$ cat config.mk
export PLATFORM = sky130hd
export DESIGN_NAME = rgb_led_frame_pwm_encoder_core
export DESIGN_NICKNAME = d
export VERILOG_FILES = /design/src/rtl/rlfpe_pkg.sv /design/src/rtl/rlfpe_mul_unit.sv /design/src/rtl/rlfpe_pixel_ram.sv /design/src/rtl/rgb_led_frame_pwm_encoder_core.sv
export SDC_FILE = /design/constraint.sdc
export NUM_CORES = 2
export LEC_CHECK = 0
export BUFFER_PORTS_ARGS = -buffer_cell sky130_fd_sc_hd__buf_2
export CORE_AREA = 10 10 400 402
export DETAILED_ROUTE_END_ITERATION = 10
export DIE_AREA = 0 0 410 412
export PLACE_DENSITY = 0.79
export RECOVER_POWER = 100
export SLEW_MARGIN = 25
export SYNTH_ARGS = -nofsm -noshare
export SYNTH_HDL_FRONTEND = slang
export SYNTH_SLANG_ARGS = --single-unit
$ cat constraint.sdc
create_clock -name clk -period 10.8 [get_ports clk]
set_input_delay 0 -clock clk [delete_from_list [all_inputs] [get_ports clk]]
set_output_delay 0 -clock clk [all_outputs]
set_load 0.1 [all_outputs]
$ cat src/rtl/rlfpe_pkg.sv
`timescale 1ns / 1ps
`default_nettype none
// ----------------------------------------------------------------------------
// rlfpe_pkg
// Shared types and constants of the RGB LED frame PWM encoder: command codes,
// register indexes, sequencer states, reciprocal constants, memory request.
// ----------------------------------------------------------------------------
package rlfpe_pkg;

	// pixel word layout: green 23..16, red 15..8, blue 7..0
	localparam int PIX_W       = 24;
	localparam int BITS_PER_PX = 24;
	localparam int CHAN_W      = 8;
	localparam int ADDR_W      = 8;
	localparam int DUTY_W      = 16;
	localparam int MUL_W       = 16;
	localparam int PROD_W      = 32;

	// command codes
	localparam logic [2:0] MODE_SET   = 3'd0;
	localparam logic [2:0] MODE_GET   = 3'd1;
	localparam logic [2:0] MODE_OR    = 3'd2;
	localparam logic [2:0] MODE_XOR   = 3'd3;
	localparam logic [2:0] MODE_DIM   = 3'd4;
	localparam logic [2:0] MODE_CLEAR = 3'd5;

	// register indexes
	localparam logic [1:0] CFG_ONE_DUTY    = 2'd0;
	localparam logic [1:0] CFG_ZERO_DUTY   = 2'd1;
	localparam logic [1:0] CFG_LEAD_SLOTS  = 2'd2;
	localparam logic [1:0] CFG_LATCH_SLOTS = 2'd3;

	// register reset values
	localparam logic [15:0] ONE_DUTY_RST    = 16'd37;
	localparam logic [15:0] ZERO_DUTY_RST   = 16'd18;
	localparam logic [7:0]  LEAD_SLOTS_RST  = 8'd2;
	localparam logic [7:0]  LATCH_SLOTS_RST = 8'd40;

	// channel walk order of the dimming loop
	localparam logic [1:0] CH_RED   = 2'd0;
	localparam logic [1:0] CH_GREEN = 2'd1;
	localparam logic [1:0] CH_BLUE  = 2'd2;

	// dimming percent scale
	localparam logic [7:0] PCT_FULL = 8'd100;

	// x/3 = (x*683)>>11, exact for x below 768 (bit slot / 8)
	localparam logic [15:0] DIV3_RECIP = 16'd683;
	localparam int          DIV3_SHIFT = 11;
	// y/100 = (y*5243)>>19, exact for y up to 255*100
	localparam logic [15:0] DIV100_RECIP = 16'd5243;
	localparam int          DIV100_SHIFT = 19;

	// sequencer states
	typedef enum logic [3:0] {
		ST_IDLE,
		ST_CMD,
		ST_CDAT,
		ST_DMUL1,
		ST_DMUL2,
		ST_DSTO,
		ST_EPOS,
		ST_EDIV,
		ST_EADR,
		ST_EDAT,
		ST_DONE
	} rlfpe_state_t;

	// request to the pixel memory
	typedef struct packed {
		logic              we;
		logic              clr;
		logic [ADDR_W-1:0] waddr;
		logic [ADDR_W-1:0] raddr;
		logic [PIX_W-1:0]  wdata;
	} rlfpe_mem_req_t;

endpackage
`default_nettype wire

$ cat src/rtl/rlfpe_mul_unit.sv
`timescale 1ns / 1ps
`default_nettype none
// ----------------------------------------------------------------------------
// rlfpe_mul_unit
// Shared registered multiplier, used for the bit slot split and for dimming.
// ----------------------------------------------------------------------------
module rlfpe_mul_unit
	import rlfpe_pkg::*;
(
	input  wire logic              clk,
	input  wire logic [MUL_W-1:0]  a,
	input  wire logic [MUL_W-1:0]  b,
	output logic      [PROD_W-1:0] prod_q
);

	// one product per cycle, result ready the next cycle
	always_ff @(posedge clk) begin
		prod_q <= a * b;
	end

endmodule
`default_nettype wire

$ cat src/rtl/rlfpe_pixel_ram.sv
`timescale 1ns / 1ps
`default_nettype none
// ----------------------------------------------------------------------------
// rlfpe_pixel_ram
// Pixel store: one write and one registered read port, with a valid bit per
// entry so that reset and clear-all blank the whole store at once.
// ----------------------------------------------------------------------------
module rlfpe_pixel_ram
	import rlfpe_pkg::*;
#(
	parameter int NUM_PIXELS = 64
)
(
	input  wire logic             clk,
	input  wire logic             arst_n,
	input  wire rlfpe_mem_req_t   req,
	output logic      [PIX_W-1:0] rdata
);

	localparam int AW = (NUM_PIXELS > 1) ? $clog2(NUM_PIXELS) : 1;

	logic [PIX_W-1:0]      mem [NUM_PIXELS];
	logic [NUM_PIXELS-1:0] vld_q;
	logic [PIX_W-1:0]      rd_q;
	logic                  rd_vld_q;

	// data array
	always_ff @(posedge clk) begin
		if (req.we) begin
			mem[req.waddr[AW-1:0]] <= req.wdata;
		end
		rd_q <= mem[req.raddr[AW-1:0]];
	end

	// valid bits, an invalid entry reads as black
	always_ff @(posedge clk or negedge arst_n) begin
		if (!arst_n) begin
			vld_q    <= '0;
			rd_vld_q <= 1'b0;
		end else begin
			if (req.clr) begin
				vld_q <= '0;
			end else if (req.we) begin
				vld_q[req.waddr[AW-1:0]] <= 1'b1;
			end
			rd_vld_q <= vld_q[req.raddr[AW-1:0]];
		end
	end

	assign rdata = rd_vld_q ? rd_q : '0;

endmodule
`default_nettype wire

$ cat src/rtl/rgb_led_frame_pwm_encoder_core.sv
`timescale 1ns / 1ps
`default_nettype none
// ----------------------------------------------------------------------------
// rgb_led_frame_pwm_encoder_core
// Pixel store with set/get/or/xor/dim/clear commands and a PWM slot generator
// for the serial frame of an addressable RGB LED chain.
// ----------------------------------------------------------------------------
// Usage:
//   s_* channel takes one command or emit request per beat, m_* channel
//   returns exactly one result beat for each. cfg_we/cfg_index/cfg_wdata
//   writes the duty and slot-count registers; the user must write them
//   only while the block is idle, which the block does not enforce. An
//   emit beat returns the next frame slot: slot_duty, with tlast on the
//   final latch slot of the frame.
// Steps per beat:
//   clear, unused mode, out-of-range index: command decode, then done
//   set, get, or, xor, dim above 100 percent: decode, then the data step
//   emit: position update, shared multiply for the bit split, memory read,
//   bit select; dim: two passes of the shared multiplier per channel
//   One beat is in work at a time; s_tready is high only when idle.
// Reset: pixel store reads black (valid bits cleared), frame position zero,
//   registers at their defaults. No clearing pass is needed.
// Stall: a finished result waits in the output register; the next beat can
//   be accepted, and its result waits until the held one is taken.
// ----------------------------------------------------------------------------
module rgb_led_frame_pwm_encoder_core
	import rlfpe_pkg::*;
#(
	parameter int NUM_PIXELS = 64
)
(
	input  wire logic        clk,
	input  wire logic        arst_n,
	// command beats
	input  wire logic        s_tvalid,
	output logic             s_tready,
	// pixel_index[7:0], red_in[15:8], green_in[23:16], blue_in[31:24],
	// dim_percent[39:32]
	input  wire logic [39:0] s_tdata,
	// mode[2:0], emit[3]
	input  wire logic [3:0]  s_tuser,
	// result beats
	output logic             m_tvalid,
	input  wire logic        m_tready,
	// red_out[7:0], green_out[15:8], blue_out[23:16], slot_duty[39:24]
	output logic      [39:0] m_tdata,
	// status[0]
	output logic      [0:0]  m_tuser,
	output logic             m_tlast,
	// register writes
	input  wire logic        cfg_we,
	input  wire logic [1:0]  cfg_index,
	input  wire logic [15:0] cfg_wdata
);

	localparam int PIX_SLOTS = NUM_PIXELS * BITS_PER_PX;
	localparam int MAX_TOTAL = 2 * 255 + PIX_SLOTS;
	localparam int POS_W     = $clog2(MAX_TOTAL + 1);

	rlfpe_state_t state_q, state_d;

	// registers
	logic [DUTY_W-1:0] one_duty_q, zero_duty_q;
	logic [7:0]        lead_q, latch_q;

	// frame position
	logic [POS_W-1:0] slot_pos_q;

	// captured beat
	logic [2:0]        mode_q;
	logic              emit_q;
	logic [ADDR_W-1:0] idx_q;
	logic [CHAN_W-1:0] red_q, green_q, blue_q, pct_q;

	// working registers
	logic [POS_W-1:0] b_q;
	logic             in_pix_q;
	logic [4:0]       k_q;
	logic [PIX_W-1:0] work_q;
	logic [1:0]       ch_q;

	// result staging and output register
	logic              res_status_q;
	logic [PIX_W-1:0]  res_word_q;
	logic [DUTY_W-1:0] res_duty_q;
	logic              res_last_q;
	logic              m_tvalid_q;
	logic [39:0]       m_tdata_q;
	logic              m_tuser_q;
	logic              m_tlast_q;

	// shared units
	rlfpe_mem_req_t    mem_req;
	logic [PIX_W-1:0]  rdata;
	logic [MUL_W-1:0]  mul_a, mul_b;
	logic [PROD_W-1:0] prod_q;

	rlfpe_mul_unit u_mul (
		.clk    (clk),
		.a      (mul_a),
		.b      (mul_b),
		.prod_q (prod_q)
	);

	rlfpe_pixel_ram #(
		.NUM_PIXELS (NUM_PIXELS)
	) u_ram (
		.clk    (clk),
		.arst_n (arst_n),
		.req    (mem_req),
		.rdata  (rdata)
	);

	// handshakes
	logic s_fire, out_free;
	assign s_tready = (state_q == ST_IDLE);
	assign s_fire   = s_tvalid && s_tready;
	assign out_free = !m_tvalid_q || m_tready;

	// command decode
	logic in_range, dim_loop;
	assign in_range = ({1'b0, idx_q} < 9'(NUM_PIXELS));
	assign dim_loop = (mode_q == MODE_DIM) && (pct_q <= PCT_FULL);

	// frame position decode
	logic [POS_W-1:0] pix_end, total_m1;
	logic             pos_last, pos_in_pix;
	assign pix_end    = POS_W'(lead_q) + POS_W'(PIX_SLOTS);
	assign total_m1   = pix_end + POS_W'(latch_q) - POS_W'(1);
	assign pos_last   = (slot_pos_q >= total_m1);
	assign pos_in_pix = (slot_pos_q >= POS_W'(lead_q)) && (slot_pos_q < pix_end);

	// bit slot split: pixel = b/24, bit = b%24
	logic [POS_W-1:0]  x_div, q_ext, rem;
	logic [ADDR_W-1:0] q_pix;
	assign x_div = b_q >> 3;
	assign q_pix = prod_q[DIV3_SHIFT +: ADDR_W];
	assign q_ext = POS_W'(q_pix);
	assign rem   = x_div - (q_ext + (q_ext << 1));

	// slot bit from the fetched pixel
	logic slot_bit;
	assign slot_bit = rdata[5'(BITS_PER_PX - 1) - k_q];

	// command result word
	logic [PIX_W-1:0] given_word, cmd_word;
	logic             cmd_we;
	assign given_word = {green_q, red_q, blue_q};
	always_comb begin
		unique case (mode_q)
			MODE_SET: cmd_word = given_word;
			MODE_OR:  cmd_word = rdata | given_word;
			MODE_XOR: cmd_word = rdata ^ given_word;
			MODE_DIM: cmd_word = '0;
			default:  cmd_word = rdata;
		endcase
	end
	assign cmd_we = (mode_q != MODE_GET) && !dim_loop;

	// dimming channel select and replace
	logic [CHAN_W-1:0] dim_chan, dimmed;
	logic [PIX_W-1:0]  dim_word;
	assign dimmed = prod_q[DIV100_SHIFT +: CHAN_W];
	always_comb begin
		dim_word = work_q;
		unique case (ch_q)
			CH_RED: begin
				dim_chan        = work_q[15:8];
				dim_word[15:8]  = dimmed;
			end
			CH_GREEN: begin
				dim_chan        = work_q[23:16];
				dim_word[23:16] = dimmed;
			end
			default: begin
				dim_chan        = work_q[7:0];
				dim_word[7:0]   = dimmed;
			end
		endcase
	end

	// next state
	always_comb begin
		state_d = state_q;
		unique case (state_q)
			ST_IDLE: begin
				if (s_fire) begin
					state_d = s_tuser[3] ? ST_EPOS : ST_CMD;
				end
			end
			ST_CMD: begin
				if ((mode_q >= MODE_CLEAR) || !in_range) begin
					state_d = ST_DONE;
				end else begin
					state_d = ST_CDAT;
				end
			end
			ST_CDAT:  state_d = dim_loop ? ST_DMUL1 : ST_DONE;
			ST_DMUL1: state_d = ST_DMUL2;
			ST_DMUL2: state_d = ST_DSTO;
			ST_DSTO:  state_d = (ch_q == CH_BLUE) ? ST_DONE : ST_DMUL1;
			ST_EPOS:  state_d = ST_EDIV;
			ST_EDIV:  state_d = ST_EADR;
			ST_EADR:  state_d = ST_EDAT;
			ST_EDAT:  state_d = ST_DONE;
			ST_DONE: begin
				if (out_free) begin
					state_d = ST_IDLE;
				end
			end
			default:  state_d = ST_IDLE;
		endcase
	end

	// unit controls
	always_comb begin
		mem_req       = '0;
		mem_req.raddr = idx_q;
		mul_a         = '0;
		mul_b         = '0;
		unique case (state_q)
			ST_CMD: begin
				mem_req.clr = (mode_q == MODE_CLEAR);
			end
			ST_CDAT: begin
				mem_req.we    = cmd_we;
				mem_req.waddr = idx_q;
				mem_req.wdata = cmd_word;
			end
			ST_DMUL1: begin
				mul_a = MUL_W'(dim_chan);
				mul_b = MUL_W'(PCT_FULL - pct_q);
			end
			ST_DMUL2: begin
				mul_a = prod_q[MUL_W-1:0];
				mul_b = DIV100_RECIP;
			end
			ST_DSTO: begin
				mem_req.we    = (ch_q == CH_BLUE);
				mem_req.waddr = idx_q;
				mem_req.wdata = dim_word;
			end
			ST_EDIV: begin
				mul_a = MUL_W'(x_div);
				mul_b = DIV3_RECIP;
			end
			ST_EADR: begin
				mem_req.raddr = q_pix;
			end
			default: begin
			end
		endcase
	end

	// control registers
	always_ff @(posedge clk or negedge arst_n) begin
		if (!arst_n) begin
			state_q     <= ST_IDLE;
			slot_pos_q  <= '0;
			ch_q        <= CH_RED;
			m_tvalid_q  <= 1'b0;
			one_duty_q  <= ONE_DUTY_RST;
			zero_duty_q <= ZERO_DUTY_RST;
			lead_q      <= LEAD_SLOTS_RST;
			latch_q     <= LATCH_SLOTS_RST;
		end else begin
			state_q <= state_d;
			if (cfg_we) begin
				unique case (cfg_index)
					CFG_ONE_DUTY:    one_duty_q  <= cfg_wdata;
					CFG_ZERO_DUTY:   zero_duty_q <= cfg_wdata;
					CFG_LEAD_SLOTS:  lead_q      <= cfg_wdata[7:0];
					CFG_LATCH_SLOTS: latch_q     <= cfg_wdata[7:0];
				endcase
			end
			if (state_q == ST_EPOS) begin
				slot_pos_q <= pos_last ? '0 : slot_pos_q + POS_W'(1);
			end
			if (state_q == ST_CDAT) begin
				ch_q <= CH_RED;
			end else if (state_q == ST_DSTO) begin
				ch_q <= ch_q + 2'd1;
			end
			if (state_q == ST_DONE && out_free) begin
				m_tvalid_q <= 1'b1;
			end else if (m_tready) begin
				m_tvalid_q <= 1'b0;
			end
		end
	end

	// datapath registers
	always_ff @(posedge clk) begin
		if (s_fire) begin
			idx_q   <= s_tdata[7:0];
			red_q   <= s_tdata[15:8];
			green_q <= s_tdata[23:16];
			blue_q  <= s_tdata[31:24];
			pct_q   <= s_tdata[39:32];
			mode_q  <= s_tuser[2:0];
			emit_q  <= s_tuser[3];
		end
		unique case (state_q)
			ST_CMD: begin
				res_status_q <= (mode_q < MODE_CLEAR) && !in_range;
				res_word_q   <= '0;
				res_duty_q   <= '0;
				res_last_q   <= 1'b0;
			end
			ST_CDAT: begin
				res_word_q <= cmd_word;
				work_q     <= rdata;
			end
			ST_DSTO: begin
				work_q     <= dim_word;
				res_word_q <= dim_word;
			end
			ST_EPOS: begin
				b_q          <= slot_pos_q - POS_W'(lead_q);
				in_pix_q     <= pos_in_pix;
				res_last_q   <= pos_last;
				res_status_q <= 1'b0;
				res_word_q   <= '0;
			end
			ST_EADR: begin
				k_q <= {rem[1:0], b_q[2:0]};
			end
			ST_EDAT: begin
				if (!in_pix_q) begin
					res_duty_q <= '0;
				end else if (slot_bit) begin
					res_duty_q <= one_duty_q;
				end else begin
					res_duty_q <= zero_duty_q;
				end
			end
			default: begin
			end
		endcase
		// load output register, emit beats carry no pixel
		if (state_q == ST_DONE && out_free) begin
			m_tdata_q <= {res_duty_q, res_word_q[7:0], res_word_q[23:16],
				res_word_q[15:8]};
			m_tuser_q <= res_status_q && !emit_q;
			m_tlast_q <= res_last_q;
		end
	end

	assign m_tvalid   = m_tvalid_q;
	assign m_tdata    = m_tdata_q;
	assign m_tuser[0] = m_tuser_q;
	assign m_tlast    = m_tlast_q;

endmodule
`default_nettype wire
==> run summary <==
register area share after synthesis -> 0.667
Worst-Skew Late Latency -> 0.83 ns
min-delay src -> s_tdata[12]
maximum root-to-sink buffer count -> 3
Reg-to-Reg Start -> state_q[3]$_DFFE_PN0P_
die width -> 410 um
pre-CTS setup slack -> 2.82 ns
first-pass GRT wire length -> 327 mm
Crit path required time -> 11.40 ns
clock power share -> 0.265
Relative slew margins -> -1.72
crit path from -> state_q[3]$_DFFE_PN0P_
Syn. warnings -> 0
DR vias -> 52.2k
TritonCTS clock tree -> done
internal power -> 14900 uW
core area -> 152000 um2
peak supply drop -> 0.000258 V
Post-layout nets -> 6540
Main synth FF type -> edfxtp_1
met1 usage -> 0.340
Worst Clk Skew -> 0.0807 ns
top-area cell type share of the netlist area -> 0.616
grt total ovfl -> 0
fin crit period -> 8.74 ns
WP buf/inv -> 3
Arr. time, crit path -> 9.33 ns
global routing usage on met3 -> 0.0584
# setup viols final -> 0
layout cells sized above 1 -> 0.112
pin count of the biggest net entering global routing -> 159
Switching Share -> 0.359
global router's overall resource usage -> 0.253
CP endpoint kind -> flip-flop
Startpoint Class -> flip-flop
Final Wtd Congestion -> 0.927
Syn Area/Cell -> 14.1 um2
number of I/O port buffers -> 110
DRC viols -> 0
fin crit share -> 0.809
PnR worst setup slack -> 2.06 ns
switching power -> 8380 uW
cell mode on critical path -> clkbuf_1
drt initial violations -> 7532
Pins Over Slew Limit -> 3572
non-filler cells, final -> 8319
CTS Root Cell -> clkbuf_16
flops & latches, synth -> 1885
critical-path maximum fanout -> 57
Worst-path clk slew -> 0.07 ns
Top Ports -> 111
leak pwr -> 0.0341 uW
DRT Pass-1 Iters -> 9
Seq pwr share -> 0.397
failing checks -> capacitance limit, slew limit
clock sink count -> 1885
H-tree levels -> 4
Initial Utilization -> 0.548
DP HPWL -> 124 mm
area delta synth->final -> 12.0%
critical-path cell list -> nor4b_1 > clkbuf_1 > mux2i_1 > clkbuf_1 > buf_4 > a311oi_1 > o311ai_1 > nand4_1
post-route cell area -> 93100 um2
asr flop ratio synth -> 0.0695
tightest hold margin -> 0.170 ns
vias in the first global route -> 51.8k
post-route ant nets -> 0
number of synthesized flops with an enable pin -> 1705
Netlist Area Pre-Place -> 83100 um2
unique cell type count in the Yosys netlist -> 66
status -> complete, but fails checks
Gate Count Post-Synth -> 5877
Slew @ Worst Pin -> 4.08 ns
postcts setup bufs -> 0
Placed Cells -> 7858
final setup TNS -> 0 ns
Die Height -> 412 um
Worst path slowest cell -> clkbuf_1
# Max-Cap Violations -> 101
initial antenna violation count -> 8
Power Density -> 250 nW/um2
FMAX -> 114 MHz
RSZ-0062 raised after global routing -> no
kind of critical path -> reg2reg
dpl cell area -> 86700 um2
mean routed wirelength per cell -> 26.2 um
# rows -> 143
Fin. Hold Viols -> 0
family with the most delay on the worst path -> buffers and inverters
via/cell ratio -> 6.27
Num CTS Buffers -> 181
total die area -> 169000 um2
dominant cells by area after synthesis -> edfxtp_1, mux4_2, nand2_1, fa_1, dfrtp_1
largest area contributor in the netlist -> edfxtp_1
routed wire length -> 218 mm
grt peak-use layer -> met2
met2 track demand over resource -> 0.399
Max stage delay on crit path -> 2.14 ns
Combinational Power Share -> 0.338
Hold WC Path Type -> in2reg
[worst reg2reg max path: stages (launching register included)]
cell      delay (ns)
dfrtp_1         0.62
nor4b_1         0.27
clkbuf_1        1.35
mux2i_1         1.88
clkbuf_1        2.15
buf_4           1.05
a311oi_1        0.17
o311ai_1        0.74
nand4_1         0.29
[synthesized netlist by cell type, drive strengths merged, types with 124 or more instances]
cell type	instances
a21oi	134
a311oi	198
and3	158
buf	124
clkbuf	213
edfxtp	1705
fa	188
ha	143
inv	361
mux4	209
nand2	1146
nand3	163
nor2	319
[per-layer routing]
metal  vias to the layer above  share of wire
met1                     26100           0.37
met4                        12          0.047
li1                      22100              -
met5                         -        0.00037
met3                       538           0.12
met2                      3495           0.47
[state kept, by name (all words and copies together), names as in the netlist, 11 cells and up]
register	count
b_q	11
m_tdata	40
one_duty_q	16
res_duty_q	16
res_word_q	24
slot_pos_q	11
u_mul.prod_q	25
u_ram.mem	1536
u_ram.rd_q	24
u_ram.vld_q	64
work_q	24
zero_duty_q	16
[power groups by stage]
stage / clock (uW) / sequential (uW) / combinational, uW
6_report: 6190 / 9250 / 7870
5_1_grt: 6510 / 9280 / 8450
4_1_cts: 6240 / 9150 / 7810
3_5_place_dp: 0 / 9300 / 7680
3_3_place_gp: 0 / 9290 / 7470
2_1_floorplan: 0 / 9370 / 5020
[through the flow]
stage	utilization	power (uW)
2_1_floorplan	-	14400
3_3_place_gp	0.572	16800
3_5_place_dp	0.572	17000
4_1_cts	0.619	23200
5_1_grt	0.614	24200
6_report	0.614	23300
[cell type report]
cell class / count / area [um2]
sequential: 1885 / 55500
antenna: 1 / 2.50
multi-input combinational: 3341 / 25400
timing repair buffer: 370 / 2520
fill: 10800 / 58400
clock inverter: 81 / 867
tap: 2030 / 2540
clock buffer: 248 / 4950
inverter: 363 / 1360
[cells in the final DEF, fill, tap and decap left out, types with 12 or more instances in the layout]
cell	Yosys	layout
edfxtp_1	1705	1705
nand2_1	1146	1146
inv_1	361	361
nor2_1	319	277
clkbuf_1	213	210
mux4_2	209	209
a311oi_1	198	198
fa_1	188	188
clkbuf_16	0	184
nand3_1	163	163
and3_1	158	158
ha_1	143	143
a21oi_1	134	133
dlygate4sd3_1	0	129
dfrtp_1	123	123
o21ai_0	69	63
mux2_2	63	56
a31oi_1	51	51
conb_1	2	51
dfxtp_1	49	49
mux2i_1	47	45
buf_2	70	44
xnor2_1	43	43
nor2_2	0	41
buf_4	0	30
a211oi_1	28	28
clkinv_2	0	28
nor3_1	28	27
o311ai_0	34	27
a21o_1	38	26
clkinv_1	2	25
or2_2	25	24
o311ai_1	17	24
a221o_1	24	24
o21bai_1	19	19
nor2b_1	18	18
nand2b_1	15	15
nand4_1	14	14
a21o_2	0	12
[kinds of logic after synthesis]
| family | synth area share |
|---|---|
| DFF | 0.667 |
| buffers and inverters | 0.0327 |
| and+or+nand+nor | 0.0977 |
| AOI/OAI and AO/OA | 0.0587 |
| adders and majority gates | 0.0668 |
| other | 0.0000904 |
| xor gates and xnor gates | 0.00569 |
| muxes | 0.0708 |
[path summary, 6_finish.rpt]
kind,endpoint,depth (start not counted),slack [ns]
max,u_ram.rd_q[22]$_DFF_P_,8,2.06
min,red_q[4]$_DFFE_PP_,2,0.17
max reg2reg,u_ram.rd_q[22]$_DFF_P_,8,2.06
min reg2reg,m_tdata[5]$_DFFE_PP_,0,0.40
max in group asynchronous,u_ram.vld_q[21]$_DFFE_PN0P_,4,5.92
min in group asynchronous,latch_q[3]$_DFFE_PN1P_,3,0.89
[timing repair]
| item | in CTS | in global routing |
|---|---|---|
| gates resized for setup | 0 | 0 |
| hold buffers | 130 | 0 |
| endpoints found under the hold margin | 238 | 0 |
No activity file was read; power rests on OpenSTA's default activity.
